===== config.mk =====
export PLATFORM = sky130hd
export DESIGN_NAME = pump_level_fault_monitor_unit
export DESIGN_NICKNAME = d
export VERILOG_FILES = /design/src/rtl/plfm_pkg.sv /design/src/rtl/plfm_regs.sv /design/src/rtl/plfm_window.sv /design/src/rtl/plfm_monitor.sv /design/src/rtl/pump_level_fault_monitor_unit.sv
export SDC_FILE = /design/constraint.sdc
export NUM_CORES = 1
export LEC_CHECK = 0
export ABC_CLOCK_PERIOD_IN_PS = 18700
export BUFFER_PORTS_ARGS = -buffer_cell sky130_fd_sc_hd__buf_2
export CAP_MARGIN = 20
export CORE_ASPECT_RATIO = 0.6
export CORE_MARGIN = 2
export CORE_UTILIZATION = 60
export CTS_BUF_LIST = sky130_fd_sc_hd__clkbuf_16
export DETAILED_ROUTE_END_ITERATION = 16
export PLACE_DENSITY = 0.78
export SETUP_SLACK_MARGIN = 0.05
export SKIP_LAST_GASP = 1
export SLEW_MARGIN = 20
export SYNTH_ARGS = -nofsm -noshare
export SYNTH_HDL_FRONTEND = slang
export SYNTH_SLANG_ARGS = --single-unit

===== constraint.sdc =====
create_clock -name clk -period 18.7 [get_ports clk]
set_clock_uncertainty 0.15 [all_clocks]
set_input_delay 1.87 -clock clk [delete_from_list [all_inputs] [get_ports clk]]
set_output_delay 1.87 -clock clk [all_outputs]
set_load 0.05 [all_outputs]

===== src/rtl/plfm_pkg.sv =====
package plfm_pkg;

	localparam int SAMPLE_W   = 10;
	localparam int THR_W      = 10;
	localparam int TIME_CFG_W = 24;
	localparam int TIME_W     = 32;
	localparam int DUTY_W     = 8;
	localparam int PCT_W      = 7;
	localparam int ADDR_W     = 5;
	localparam int DATA_W     = 32;
	localparam int REG_IDX_W  = 3;

	// knob * 205 / 1023 as one multiply by a scaled reciprocal, exact for 10-bit knob values
	localparam int               DUTY_MULT_W = 26;
	localparam logic [25:0]      DUTY_MULT   = 26'd53792205;
	localparam int               DUTY_SHIFT  = 28;
	localparam logic [DUTY_W-1:0] DUTY_MIN   = 8'd50;
	localparam int               DIM_SHIFT   = 3;

	// mean * 100 / 1023, same scheme
	localparam int          PCT_MULT_W = 24;
	localparam logic [23:0] PCT_MULT   = 24'd13120100;
	localparam int          PCT_SHIFT  = 27;

	localparam logic [THR_W-1:0]      RST_LOW_LEVEL    = 10'd50;
	localparam logic [TIME_CFG_W-1:0] RST_FAULT_HOLD   = 24'd10000;
	localparam logic [TIME_CFG_W-1:0] RST_IDLE_TIMEOUT = 24'd20000;
	localparam logic [THR_W-1:0]      RST_LEVEL_MARGIN = 10'd2;
	localparam logic [THR_W-1:0]      RST_KNOB_MARGIN  = 10'd4;

	typedef enum logic [REG_IDX_W-1:0] {
		REG_LOW_LEVEL    = 3'd0,
		REG_FAULT_HOLD   = 3'd1,
		REG_IDLE_TIMEOUT = 3'd2,
		REG_LEVEL_MARGIN = 3'd3,
		REG_KNOB_MARGIN  = 3'd4
	} plfm_reg_t;

	typedef struct packed {
		logic [THR_W-1:0]      low_level_threshold;
		logic [TIME_CFG_W-1:0] fault_hold_ms;
		logic [TIME_CFG_W-1:0] idle_timeout_ms;
		logic [THR_W-1:0]      level_change_margin;
		logic [THR_W-1:0]      knob_change_margin;
	} plfm_cfg_t;

	typedef struct packed {
		logic [SAMPLE_W-1:0] mean_level;
		logic                pump_fault;
		logic [DUTY_W-1:0]   backlight_duty;
		logic                backlight_dimmed;
		logic [PCT_W-1:0]    level_percent;
	} plfm_result_t;

endpackage


===== src/rtl/plfm_regs.sv =====
module plfm_regs (
	input  logic                           clk,
	input  logic                           arst_n,
	input  logic                           psel,
	input  logic                           penable,
	input  logic                           pwrite,
	input  logic [plfm_pkg::ADDR_W-1:0]    paddr,
	input  logic [plfm_pkg::DATA_W-1:0]    pwdata,
	output logic [plfm_pkg::DATA_W-1:0]    prdata,
	output logic                           pready,
	output plfm_pkg::plfm_cfg_t            cfg
);

	plfm_pkg::plfm_cfg_t cfg_q;
	plfm_pkg::plfm_reg_t reg_idx;
	logic                wr_en;

	assign reg_idx = plfm_pkg::plfm_reg_t'(paddr[plfm_pkg::ADDR_W-1:2]);
	assign wr_en   = psel & penable & pwrite;
	assign pready  = 1'b1;
	assign cfg     = cfg_q;

	always_ff @(posedge clk or negedge arst_n) begin
		if (!arst_n) begin
			cfg_q.low_level_threshold <= plfm_pkg::RST_LOW_LEVEL;
			cfg_q.fault_hold_ms       <= plfm_pkg::RST_FAULT_HOLD;
			cfg_q.idle_timeout_ms     <= plfm_pkg::RST_IDLE_TIMEOUT;
			cfg_q.level_change_margin <= plfm_pkg::RST_LEVEL_MARGIN;
			cfg_q.knob_change_margin  <= plfm_pkg::RST_KNOB_MARGIN;
		end else if (wr_en) begin
			unique case (reg_idx)
				plfm_pkg::REG_LOW_LEVEL: begin
					cfg_q.low_level_threshold <= pwdata[plfm_pkg::THR_W-1:0];
				end
				plfm_pkg::REG_FAULT_HOLD: begin
					cfg_q.fault_hold_ms <= pwdata[plfm_pkg::TIME_CFG_W-1:0];
				end
				plfm_pkg::REG_IDLE_TIMEOUT: begin
					cfg_q.idle_timeout_ms <= pwdata[plfm_pkg::TIME_CFG_W-1:0];
				end
				plfm_pkg::REG_LEVEL_MARGIN: begin
					cfg_q.level_change_margin <= pwdata[plfm_pkg::THR_W-1:0];
				end
				plfm_pkg::REG_KNOB_MARGIN: begin
					cfg_q.knob_change_margin <= pwdata[plfm_pkg::THR_W-1:0];
				end
				default: begin
				end
			endcase
		end
	end

	always_comb begin
		unique case (reg_idx)
			plfm_pkg::REG_LOW_LEVEL: begin
				prdata = plfm_pkg::DATA_W'(cfg_q.low_level_threshold);
			end
			plfm_pkg::REG_FAULT_HOLD: begin
				prdata = plfm_pkg::DATA_W'(cfg_q.fault_hold_ms);
			end
			plfm_pkg::REG_IDLE_TIMEOUT: begin
				prdata = plfm_pkg::DATA_W'(cfg_q.idle_timeout_ms);
			end
			plfm_pkg::REG_LEVEL_MARGIN: begin
				prdata = plfm_pkg::DATA_W'(cfg_q.level_change_margin);
			end
			plfm_pkg::REG_KNOB_MARGIN: begin
				prdata = plfm_pkg::DATA_W'(cfg_q.knob_change_margin);
			end
			default: begin
				prdata = '0;
			end
		endcase
	end

endmodule


===== src/rtl/plfm_window.sv =====
module plfm_window #(
	parameter int WINDOW_LEN = 10
) (
	input  logic                          clk,
	input  logic                          arst_n,
	input  logic                          adv,
	input  logic [plfm_pkg::SAMPLE_W-1:0] level,
	output logic [plfm_pkg::SAMPLE_W-1:0] mean,
	output logic                          first
);

	localparam int SLOT_W     = $clog2(WINDOW_LEN);
	localparam int TOT_W      = plfm_pkg::SAMPLE_W + SLOT_W;
	localparam int MULT_W     = TOT_W + 2;
	localparam int MEAN_SHIFT = TOT_W + SLOT_W;
	localparam int PROD_W     = TOT_W + MULT_W;
	// rounded-up reciprocal, exact floor division for every total below 2^TOT_W
	localparam logic [MULT_W-1:0] MEAN_MULT =
		MULT_W'(((64'd1 << MEAN_SHIFT) + 64'(WINDOW_LEN) - 64'd1) / 64'(WINDOW_LEN));
	localparam logic [SLOT_W-1:0] LAST_SLOT = SLOT_W'(WINDOW_LEN - 1);

	logic [plfm_pkg::SAMPLE_W-1:0] win_mem_q [WINDOW_LEN];
	logic [plfm_pkg::SAMPLE_W-1:0] rd_q;
	logic [plfm_pkg::SAMPLE_W-1:0] first_level_q;
	logic [SLOT_W-1:0]             slot_q;
	logic [SLOT_W-1:0]             slot_next;
	logic [TOT_W-1:0]              total_q;
	logic                          primed_q;
	logic                          wrapped_q;

	logic [plfm_pkg::SAMPLE_W-1:0] old_level;
	logic [TOT_W-1:0]              base_total;
	logic [TOT_W-1:0]              total_new;
	logic [PROD_W-1:0]             mean_prod;

	assign slot_next = (slot_q == LAST_SLOT) ? '0 : slot_q + SLOT_W'(1);
	assign first     = !primed_q;

	// slots not yet overwritten since priming still hold the first sample
	always_comb begin
		if (!primed_q) begin
			old_level  = level;
			base_total = TOT_W'(level) * TOT_W'(WINDOW_LEN);
		end else begin
			old_level  = wrapped_q ? rd_q : first_level_q;
			base_total = total_q;
		end
		total_new = base_total - TOT_W'(old_level) + TOT_W'(level);
		mean_prod = PROD_W'(total_new) * PROD_W'(MEAN_MULT);
		mean      = mean_prod[MEAN_SHIFT +: plfm_pkg::SAMPLE_W];
	end

	always_ff @(posedge clk or negedge arst_n) begin
		if (!arst_n) begin
			slot_q    <= '0;
			total_q   <= '0;
			primed_q  <= 1'b0;
			wrapped_q <= 1'b0;
		end else if (adv) begin
			slot_q   <= slot_next;
			total_q  <= total_new;
			primed_q <= 1'b1;
			if (slot_q == LAST_SLOT) begin
				wrapped_q <= 1'b1;
			end
		end
	end

	// next slot's entry is prefetched so it is ready when the next sample arrives
	always_ff @(posedge clk) begin
		if (adv) begin
			win_mem_q[slot_q] <= level;
			rd_q              <= win_mem_q[slot_next];
			if (!primed_q) begin
				first_level_q <= level;
			end
		end
	end

endmodule


===== src/rtl/plfm_monitor.sv =====
module plfm_monitor (
	input  logic                          clk,
	input  logic                          arst_n,
	input  logic                          adv,
	input  plfm_pkg::plfm_cfg_t           cfg,
	input  logic [plfm_pkg::SAMPLE_W-1:0] mean,
	input  logic [plfm_pkg::SAMPLE_W-1:0] knob,
	input  logic                          press,
	input  logic [plfm_pkg::TIME_W-1:0]   now,
	input  logic                          first,
	output plfm_pkg::plfm_result_t        result
);

	localparam int DUTY_PROD_W = plfm_pkg::SAMPLE_W + plfm_pkg::DUTY_MULT_W;
	localparam int PCT_PROD_W  = plfm_pkg::SAMPLE_W + plfm_pkg::PCT_MULT_W;

	logic                          fault_q;
	logic                          hold_q;
	logic [plfm_pkg::TIME_W-1:0]   hold_start_q;
	logic [plfm_pkg::TIME_W-1:0]   last_act_q;
	logic [plfm_pkg::SAMPLE_W-1:0] prev_mean_q;
	logic [plfm_pkg::SAMPLE_W-1:0] prev_knob_q;

	logic [plfm_pkg::SAMPLE_W-1:0] knob_ref;
	logic [plfm_pkg::TIME_W-1:0]   last_ref;
	logic [plfm_pkg::SAMPLE_W-1:0] mean_diff;
	logic [plfm_pkg::SAMPLE_W-1:0] knob_diff;
	logic                          active;
	logic [plfm_pkg::TIME_W-1:0]   last_new;
	logic [plfm_pkg::TIME_W-1:0]   idle_ms;
	logic [plfm_pkg::TIME_W-1:0]   held_ms;
	logic                          dimmed;
	logic                          fault_new;
	logic                          hold_new;
	logic [plfm_pkg::TIME_W-1:0]   hold_start_new;
	logic [DUTY_PROD_W-1:0]        duty_prod;
	logic [plfm_pkg::DUTY_W-1:0]   duty_base;
	logic [PCT_PROD_W-1:0]         pct_prod;

	always_comb begin
		knob_ref  = first ? knob : prev_knob_q;
		last_ref  = first ? now : last_act_q;
		mean_diff = (mean >= prev_mean_q) ? mean - prev_mean_q : prev_mean_q - mean;
		knob_diff = (knob >= knob_ref) ? knob - knob_ref : knob_ref - knob;
		active    = (mean_diff > cfg.level_change_margin) ||
			(knob_diff > cfg.knob_change_margin);
		last_new  = active ? now : last_ref;
		idle_ms   = now - last_new;
		dimmed    = idle_ms > plfm_pkg::TIME_W'(cfg.idle_timeout_ms);

		// first low item only arms the hold timer
		held_ms        = now - hold_start_q;
		fault_new      = fault_q;
		hold_new       = hold_q;
		hold_start_new = hold_start_q;
		if (mean <= cfg.low_level_threshold) begin
			if (!hold_q) begin
				hold_new       = 1'b1;
				hold_start_new = now;
			end else if (held_ms >= plfm_pkg::TIME_W'(cfg.fault_hold_ms)) begin
				fault_new = 1'b1;
			end
		end else begin
			hold_new  = 1'b0;
			fault_new = 1'b0;
		end
		if (press) begin
			fault_new      = 1'b0;
			hold_new       = 1'b0;
			hold_start_new = '0;
		end

		duty_prod = DUTY_PROD_W'(knob) * DUTY_PROD_W'(plfm_pkg::DUTY_MULT);
		duty_base = duty_prod[plfm_pkg::DUTY_SHIFT +: plfm_pkg::DUTY_W] + plfm_pkg::DUTY_MIN;
		pct_prod  = PCT_PROD_W'(mean) * PCT_PROD_W'(plfm_pkg::PCT_MULT);

		result.mean_level       = mean;
		result.pump_fault       = fault_new;
		result.backlight_duty   = dimmed ? (duty_base >> plfm_pkg::DIM_SHIFT) : duty_base;
		result.backlight_dimmed = dimmed;
		result.level_percent    = pct_prod[plfm_pkg::PCT_SHIFT +: plfm_pkg::PCT_W];
	end

	always_ff @(posedge clk or negedge arst_n) begin
		if (!arst_n) begin
			fault_q      <= 1'b0;
			hold_q       <= 1'b0;
			hold_start_q <= '0;
			last_act_q   <= '0;
			prev_mean_q  <= '0;
			prev_knob_q  <= '0;
		end else if (adv) begin
			fault_q      <= fault_new;
			hold_q       <= hold_new;
			hold_start_q <= hold_start_new;
			last_act_q   <= press ? now : last_new;
			prev_mean_q  <= mean;
			prev_knob_q  <= knob;
		end
	end

endmodule


===== src/rtl/pump_level_fault_monitor_unit.sv =====
// Pump level fault monitor: keeps a running mean over the last WINDOW_LEN level
// samples, raises pump_fault once the mean has stayed at or below the threshold
// for the hold time, and dims the knob-driven backlight duty after the idle
// timeout. One transaction is taken every clock cycle while item_stall is low;
// its result passes through three register stages (input, window mean, monitor
// result). The window lives in a small memory whose next entry is read ahead
// as each sample is written, so the running sum never stalls the pipe. Input and
// output stages are decoupled: a stalled result does not block new transactions
// until all three stages are full.
module pump_level_fault_monitor_unit #(
	parameter int WINDOW_LEN = 10
) (
	input  logic                          clk,
	input  logic                          arst_n,
	input  logic                          psel,
	input  logic                          penable,
	input  logic                          pwrite,
	input  logic [plfm_pkg::ADDR_W-1:0]   paddr,
	input  logic [plfm_pkg::DATA_W-1:0]   pwdata,
	output logic [plfm_pkg::DATA_W-1:0]   prdata,
	output logic                          pready,
	input  logic                          item_valid,
	output logic                          item_stall,
	input  logic [plfm_pkg::SAMPLE_W-1:0] level_sample,
	input  logic [plfm_pkg::SAMPLE_W-1:0] knob_sample,
	input  logic                          reset_press,
	input  logic [plfm_pkg::TIME_W-1:0]   now_ms,
	output logic                          result_valid,
	input  logic                          result_stall,
	output logic [plfm_pkg::SAMPLE_W-1:0] mean_level,
	output logic                          pump_fault,
	output logic [plfm_pkg::DUTY_W-1:0]   backlight_duty,
	output logic                          backlight_dimmed,
	output logic [plfm_pkg::PCT_W-1:0]    level_percent
);

	plfm_pkg::plfm_cfg_t    cfg;
	plfm_pkg::plfm_result_t result_comb;
	plfm_pkg::plfm_result_t result_s3;

	logic                          valid_s1;
	logic [plfm_pkg::SAMPLE_W-1:0] level_s1;
	logic [plfm_pkg::SAMPLE_W-1:0] knob_s1;
	logic                          press_s1;
	logic [plfm_pkg::TIME_W-1:0]   now_s1;

	logic                          valid_s2;
	logic [plfm_pkg::SAMPLE_W-1:0] mean_s2;
	logic [plfm_pkg::SAMPLE_W-1:0] knob_s2;
	logic                          press_s2;
	logic [plfm_pkg::TIME_W-1:0]   now_s2;
	logic                          first_s2;

	logic                          valid_s3;

	logic [plfm_pkg::SAMPLE_W-1:0] mean_comb;
	logic                          first_comb;
	logic                          en1;
	logic                          en2;
	logic                          en3;
	logic                          win_adv;
	logic                          mon_adv;

	// each stage moves when the one after it is empty or moving
	assign en3        = !valid_s3 || !result_stall;
	assign en2        = !valid_s2 || en3;
	assign en1        = !valid_s1 || en2;
	assign item_stall = !en1;
	assign win_adv    = valid_s1 && en2;
	assign mon_adv    = valid_s2 && en3;

	plfm_regs u_regs (
		.clk     (clk),
		.arst_n  (arst_n),
		.psel    (psel),
		.penable (penable),
		.pwrite  (pwrite),
		.paddr   (paddr),
		.pwdata  (pwdata),
		.prdata  (prdata),
		.pready  (pready),
		.cfg     (cfg)
	);

	plfm_window #(
		.WINDOW_LEN (WINDOW_LEN)
	) u_window (
		.clk    (clk),
		.arst_n (arst_n),
		.adv    (win_adv),
		.level  (level_s1),
		.mean   (mean_comb),
		.first  (first_comb)
	);

	plfm_monitor u_monitor (
		.clk    (clk),
		.arst_n (arst_n),
		.adv    (mon_adv),
		.cfg    (cfg),
		.mean   (mean_s2),
		.knob   (knob_s2),
		.press  (press_s2),
		.now    (now_s2),
		.first  (first_s2),
		.result (result_comb)
	);

	always_ff @(posedge clk or negedge arst_n) begin
		if (!arst_n) begin
			valid_s1 <= 1'b0;
			valid_s2 <= 1'b0;
			valid_s3 <= 1'b0;
		end else begin
			if (en1) begin
				valid_s1 <= item_valid;
			end
			if (en2) begin
				valid_s2 <= valid_s1;
			end
			if (en3) begin
				valid_s3 <= valid_s2;
			end
		end
	end

	always_ff @(posedge clk) begin
		if (en1 && item_valid) begin
			level_s1 <= level_sample;
			knob_s1  <= knob_sample;
			press_s1 <= reset_press;
			now_s1   <= now_ms;
		end
		if (win_adv) begin
			mean_s2  <= mean_comb;
			knob_s2  <= knob_s1;
			press_s2 <= press_s1;
			now_s2   <= now_s1;
			first_s2 <= first_comb;
		end
		if (mon_adv) begin
			result_s3 <= result_comb;
		end
	end

	assign result_valid     = valid_s3;
	assign mean_level       = result_s3.mean_level;
	assign pump_fault       = result_s3.pump_fault;
	assign backlight_duty   = result_s3.backlight_duty;
	assign backlight_dimmed = result_s3.backlight_dimmed;
	assign level_percent    = result_s3.level_percent;

	a_fault_means_low: assert property (@(posedge clk) disable iff (!arst_n)
		valid_s3 && pump_fault |-> mean_level <= cfg.low_level_threshold)
		else $error("fault reported with mean above threshold");

	a_dimmed_duty: assert property (@(posedge clk) disable iff (!arst_n)
		valid_s3 && backlight_dimmed |-> backlight_duty <= 8'd31)
		else $error("dimmed duty not reduced");

	a_percent_range: assert property (@(posedge clk) disable iff (!arst_n)
		valid_s3 |-> level_percent <= 7'd100)
		else $error("level percent out of range");

	a_stall_only_full: assert property (@(posedge clk) disable iff (!arst_n)
		item_stall |-> valid_s1 && valid_s2 && valid_s3 && result_stall)
		else $error("input stalled while pipeline has room");

endmodule

* After elaboration in Yosys (flattened, before gate mapping)
Memory sizes are Yosys's and may differ from the RTL's. A register that Yosys moved wholly into a read port is not among the register bits. Cells that the tools add are included.
Cells by class: equal/unequal tests 6, add/sub/neg operators 10, bitwise gates (word level) 3, reduce and logical (&&, ||, !) cells 23, multiplexer cells 23, multiply operators 4, magnitude comparators 7
Operator list (number):
- $mux 32 | 6
- $pmux 24 s5 | 1
- $sub 32x32->32 | 2
- $mux 10 | 5
- $sub 10x10->10 | 4
- $mul 10x26->36 const B | 1
- $ge 32x24->1 | 1
- $gt 32x24->1 | 1
- $mul 10x22->32 const B | 1
- $mul 14x15->28 const B | 1
- $ge 10x10->1 | 2
- $gt 10x10->1 | 2
- $add 14x10->14 | 1
- $mux 14 | 1
- $reduce_and 2->1 | 7
- $sub 14x10->14 | 1
- $mul 10x3->13 const B | 1
- $le 10x10->1 | 1
- $add 8x6->8 const B | 1
- $mux 1 | 8
- $eq 3x2->1 const B | 2
- $logic_not 1->1 | 6
- $mux 5 | 1
- $add 4x1->4 const B | 1
- other kinds (12) | 18
Storage, ports and cells: memories kept 1, input port bits 97, output and inout port bits 62, flip-flop bits (word level) 331, word-level logic and storage cells 111, bits in writable memories 100
Memories:
- u_window.win_mem_q | words 10, bits a word 10, rd ports 1, clocked after memory_dff 1, write ports 1, RTL line plfm_window.sv:22 | logic [plfm_pkg::SAMPLE_W-1:0] win_mem_q [WINDOW_LEN];

* Depth between registers and ports, before layout
depth in word-level cells 9, mapped depth 52, depth with buffers taken out 49

* Cells and area by module
From an unflattened synthesis, not the netlist that was laid out.
Unflattened totals: cell total of the unflattened synthesis 3355, area, all modules 35654.2 µm²
By module, submodules not included:
- plfm_monitor | cells an instance 2112, instances 1, area each 17463.0 µm², sequential area each 2152.1 µm²
- plfm_window | cells an instance 835, instances 1, area each 10398.7 µm², sequential area each 4103.9 µm²
- pump_level_fault_monitor_unit | cells an instance 146, instances 1, area each 4155.2 µm², sequential area each 4098.9 µm²
- plfm_regs | cells an instance 262, instances 1, area each 3637.2 µm², sequential area each 1970.6 µm²

* Worst setup path before layout
No wires, ideal clock.
kind register -> register, start register knob_s2[0] in the netlist's numbering, end register result_s3, in the netlist backlight_duty[2], data pin, setup slack 8211 ps, cell stages (with the launch flop) 49, required time 18288 ps, path buffers 2, arrival time 10077 ps, library setup time 262 ps, clock period less this slack 10489 ps, path through edfxtp_1 mux2i_1 inv_1 ha_1 inv_1 fa_1 a21o_1 a2111oi_0 o41ai_1 a221o_1 buf_1 mux2i_1 o21ai_0 a31o_2 a41o_1 o21ai_0 nand2_1 xor2_1 [... 13 more ...] a21oi_1 nor2_1 and2_1 o21ai_0 a41oi_1 xnor2_1 ha_1 a21oi_1 o21ai_0 a21o_1 a211oi_1 nor2_1 o21a_1 a311oi_1 o21ai_0 a2111oi_2 nand4b_4 mux2_1
RTL lines:
- start, declared | RTL line pump_level_fault_monitor_unit.sv:49 | logic [plfm_pkg::SAMPLE_W-1:0] knob_s2;
- start signal, assigned | RTL line pump_level_fault_monitor_unit.sv:136 | knob_s2 <= knob_s1;
- end signal, assigned | RTL line pump_level_fault_monitor_unit.sv:142 | result_s3 <= result_comb;
- end, declared | RTL line pump_level_fault_monitor_unit.sv:39 | plfm_pkg::plfm_result_t result_s3;

==> results_tabular.tex <==
\begin{tabular}{lr}
\hline
Metric & Value \\
\hline
\multicolumn{2}{l}{\textbf{Worst setup path}} \\
Cell type of the slowest stage on the worst timing path & sky130\_fd\_sc\_hd\_\_edfxtp\_1 \\
Worst R2R Path Depth & 47 \\
Kind of critical path & reg2reg \\
Slack of the worst reg-to-reg path & roughly 6000 ps \\
Critical Path Start & first\_s2 \\
Worst-path fanout max & 17 \\
Element type at the critical path end & register \\
End of the worst register-to-register path & backlight\_dimmed \\
Required time of the worst setup path & between 15,000 and 20,000 ps \\
Family with the most delay on the worst path & compound AO/OA/AOI/OAI gates \\
Most repeated library cell on the critical path & sky130\_fd\_sc\_hd\_\_o21ai\_0 \\
Data arrival at the endpoint of the critical path & 12,970 ps \\
Count of buffer and inverter cells on the critical path & 2 \\
Critical Path Start Type & register \\
Delay contributed by the slowest stage of the critical path & about 860 ps \\
Source of the worst register-to-register timing path & first\_s2 \\
\multicolumn{2}{l}{\textbf{Die}} \\
Effective utilization at floorplan & 60.5\% \\
Total die area & about 0.06 mm2 \\
Num rows & slightly below 70 \\
Die Y-Extent & $\sim$190 um \\
Area of the core & 0.0573 mm2 \\
Die width & about 310 um \\
Boundary Pins & 159 \\
\multicolumn{2}{l}{\textbf{Clock network}} \\
Clock network latency to the later pin of the worst-skew pair & roughly 610 ps \\
CTS tree & yes \\
Post-CTS setup buffer count & 0 \\
Clock root cell & sky130\_fd\_sc\_hd\_\_clkbuf\_16 \\
Clock transition at path regs & 80 ps \\
H-Tree Depth & 2 \\
Number of buffers inserted by hold repair at cts & 0 \\
Clk buf depth & 3 \\
Number of clock sinks & 441 \\
Post\_cts resized & 0 \\
Clock buffer count from CTS & 44 \\
\multicolumn{2}{l}{\textbf{Logic synthesis}} \\
EDFF count, synth & 254 \\
Yosys top cell by area & sky130\_fd\_sc\_hd\_\_edfxtp\_1 \\
Commonest cells in the netlist & sky130\_fd\_sc\_hd\_\_inv\_1 (491), sky130\_fd\_sc\_hd\_\_ha\_1 (478), sky130\_fd\_sc\_hd\_\_edfxtp\_1 (254), sky130\_fd\_sc\_hd\_\_o21ai\_0 (229), sky130\_fd\_sc\_hd\_\_nand2\_1 (221) \\
Cell types occupying the most area after synthesis & sky130\_fd\_sc\_hd\_\_edfxtp\_1 (22\%), sky130\_fd\_sc\_hd\_\_ha\_1 (17\%), sky130\_fd\_sc\_hd\_\_dfrtp\_1 (12\%) \\
Distinct cell type count of the synthesized netlist & 94 \\
Post-Syn Area per Cell & around 10 um2 \\
Netlist area before placement & 0.0347 mm2 \\
Post-synthesis sequential area ratio & 35.5\% \\
Post-synthesis register bit count & 441 \\
Number of warning messages in the yosys log & 0 \\
Most used standard cell by instance count after synthesis & sky130\_fd\_sc\_hd\_\_inv\_1 \\
Synthesized instance count & between 3,000 and 4,000 \\
Leading register cell type out of synthesis & sky130\_fd\_sc\_hd\_\_edfxtp\_1 \\
Share of flip-flops with an asynchronous set or reset & about 42\% \\
Area share of the largest cell type after synthesis & 22.0\% \\
\multicolumn{2}{l}{\textbf{Timing}} \\
Hold Fails Final Rpt & 0 \\
Post-route fraction of the period consumed by the critical path & 68.3\% \\
Min Clock Period, post-route & 12,770 ps \\
Final Slew Violations & 0 \\
Worst hold slack & approximately 260 ps \\
Unrepaired setup endpoints after global routing & no \\
Achievable frequency & 0.0783 GHz \\
Relative slew margins & 29.3\% \\
Post-Route Setup TNS & 0 ps \\
Actual slew at the worst max-slew pin & 1030 ps \\
Total of endpoints with negative setup slack in the final report & 0 \\
\multicolumn{2}{l}{\textbf{Finish}} \\
Fraction of layout instances using a drive strength above 1 & between 10 and 15\% \\
Fillcell total & 4,439 \\
Nets@finish & 4,192 \\
Area overhead of the layout relative to synthesis & 8.77\% \\
Post-Layout Cell Count & 4,250 \\
\multicolumn{2}{l}{\textbf{Routing}} \\
Total wire length after detailed routing & 81,300 um \\
Detailed-router iteration count before antenna repair & 6 \\
ANT nets after route & 0 \\
Number of design-rule violations left by the first detailed-router iteration & 2,095 \\
Post-DR vias/cell & 5.79 \\
Average routed wire per standard cell & around 19 um \\
Vias post-DR & 24,600 \\
Residual DRC count & 0 \\
\multicolumn{2}{l}{\textbf{Global routing}} \\
First-pass GRT wire length & 131,000 um \\
Congestion Overflow GR & 0 \\
Largest net degree at the start of global routing & 76 \\
Global Route Usage Sum & 27.7\% \\
Number of antenna violations at the first check in global routing & 3 \\
Via count of the first global-routing pass & 23,600 \\
\multicolumn{2}{l}{\textbf{Min path}} \\
Hold Crit Depth & 0 \\
End point of the most critical hold path & knob\_s2[5] \\
Worst hold path type & reg2reg \\
Hold\_sp & knob\_s1[5] \\
\multicolumn{2}{l}{\textbf{Placement}} \\
Placed insts & 4,166 \\
HPWL after detailed placement & approximately 63,000 um \\
Global placement routability congestion & 0.952 \\
I/O Buffers & 139 \\
\multicolumn{2}{l}{\textbf{Job}} \\
Number of maximum-capacitance violations & 0 \\
\multicolumn{2}{l}{\textbf{Status}} \\
Outcome & finished clean \\
\hline
\end{tabular}
## logic make-up after synthesis
family	Yosys count	synth area share (%)
flops	441	35.5
mux	212	6.44
compound gates	700	12.8
buf+inv	584	6.41
xor+xnor	117	2.95
simple gates	611	8.57
fa+ha+maj	654	27.3
other cells	2	0.0216
## layout make-up
class / instances / area [um2] / area share (%)
Timing Repair Buffer: 160 / 886 / 2.35
Clock inverter: 37 / 362 / 0.957
Tap cell: 770 / 963 / 2.55
Sequential cell: 441 / 12300 / 32.6
Multi-Input combinational cell: 2303 / 20200 / 53.6
Inverter: 493 / 1850 / 4.90
Antenna cell: 1 / 2.50 / 0.00663
Clock buffer: 45 / 1130 / 2.98
## placed cells by master, fill, tap and decap left out, drive strengths merged, types with 16 or more instances in the layout
cell and instances:
a21o 66, ha 478, mux2i 121, edfxtp 254, o21a 23, mux2 91, fa 174, o21ai 233
a21oi 181, nand3 35, o21bai 19, nand2b 58, nand4 25, xor2 40, dfrtp 172, a211oi 18
inv 509, a2111oi 16, a22oi 23, nand2 221, xnor2 77, nor2b 25, buf 159, nor3 32
clkbuf 46, nor2 131
## how the worst max path moves through the flow
stage	cells past startpoint	to
2_1_floorplan	48	backlight_duty[2]
6_report	47	backlight_dimmed
3_5_place_dp	47	backlight_dimmed
4_1_cts	47	backlight_dimmed
3_3_place_gp	47	backlight_dimmed
5_1_grt	46	backlight_duty[2]
## state kept, by name, summed over array words and instances, names as in the netlist, 14 cells and up
register	flops
now_s2	32
u_window.total_q	14
u_window.win_mem_q	100
u_monitor.last_act_q	32
u_regs.cfg	78
u_monitor.hold_start_q	32
now_s1	32
## per-layer routing
| metal | track usage [%] | up-vias | share of wire [%] |
|---|---|---|---|
| li1 | - | 11800 | - |
| met1 | 44.3 | 11900 | 50 |
| met2 | 38.0 | 807 | 40 |
| met3 | 6.46 | 82 | 8.3 |
| met4 | 5.05 | 0 | 1.6 |
| met5 | 0 | - | 0 |
## worst reg2reg max path, delay by kind of cell, from the launching register on
| family | cells | cell delay, ps |
|---|---|---|
| muxes | 2 | 590 |
| adders and majority gates | 5 | 1450 |
| and+or+nand+nor | 11 | 2710 |
| AOI/OAI and AO/OA | 25 | 6310 |
| DFF | 1 | 860 |
| xor gates and xnor gates | 2 | 320 |
| buffers and inverters | 2 | 140 |
## per-stage QoR
| step | setup WS (ps) | util (%) | area (um2) |
|---|---|---|---|
| finish | 5930 | 65.9 | 37800 |
| global route | 5100 | 65.9 | 37800 |
| CTS | 6200 | 65.8 | 37700 |
| detailed placement | 6280 | 63.2 | 36200 |
| global placement | 6480 | 63.2 | 36200 |
| floorplan | 8210 | - | 34700 |
Power is left out: the tool's default activity adds up to more than one toggle a clock period on the data nets, which glitch-free logic cannot reach.
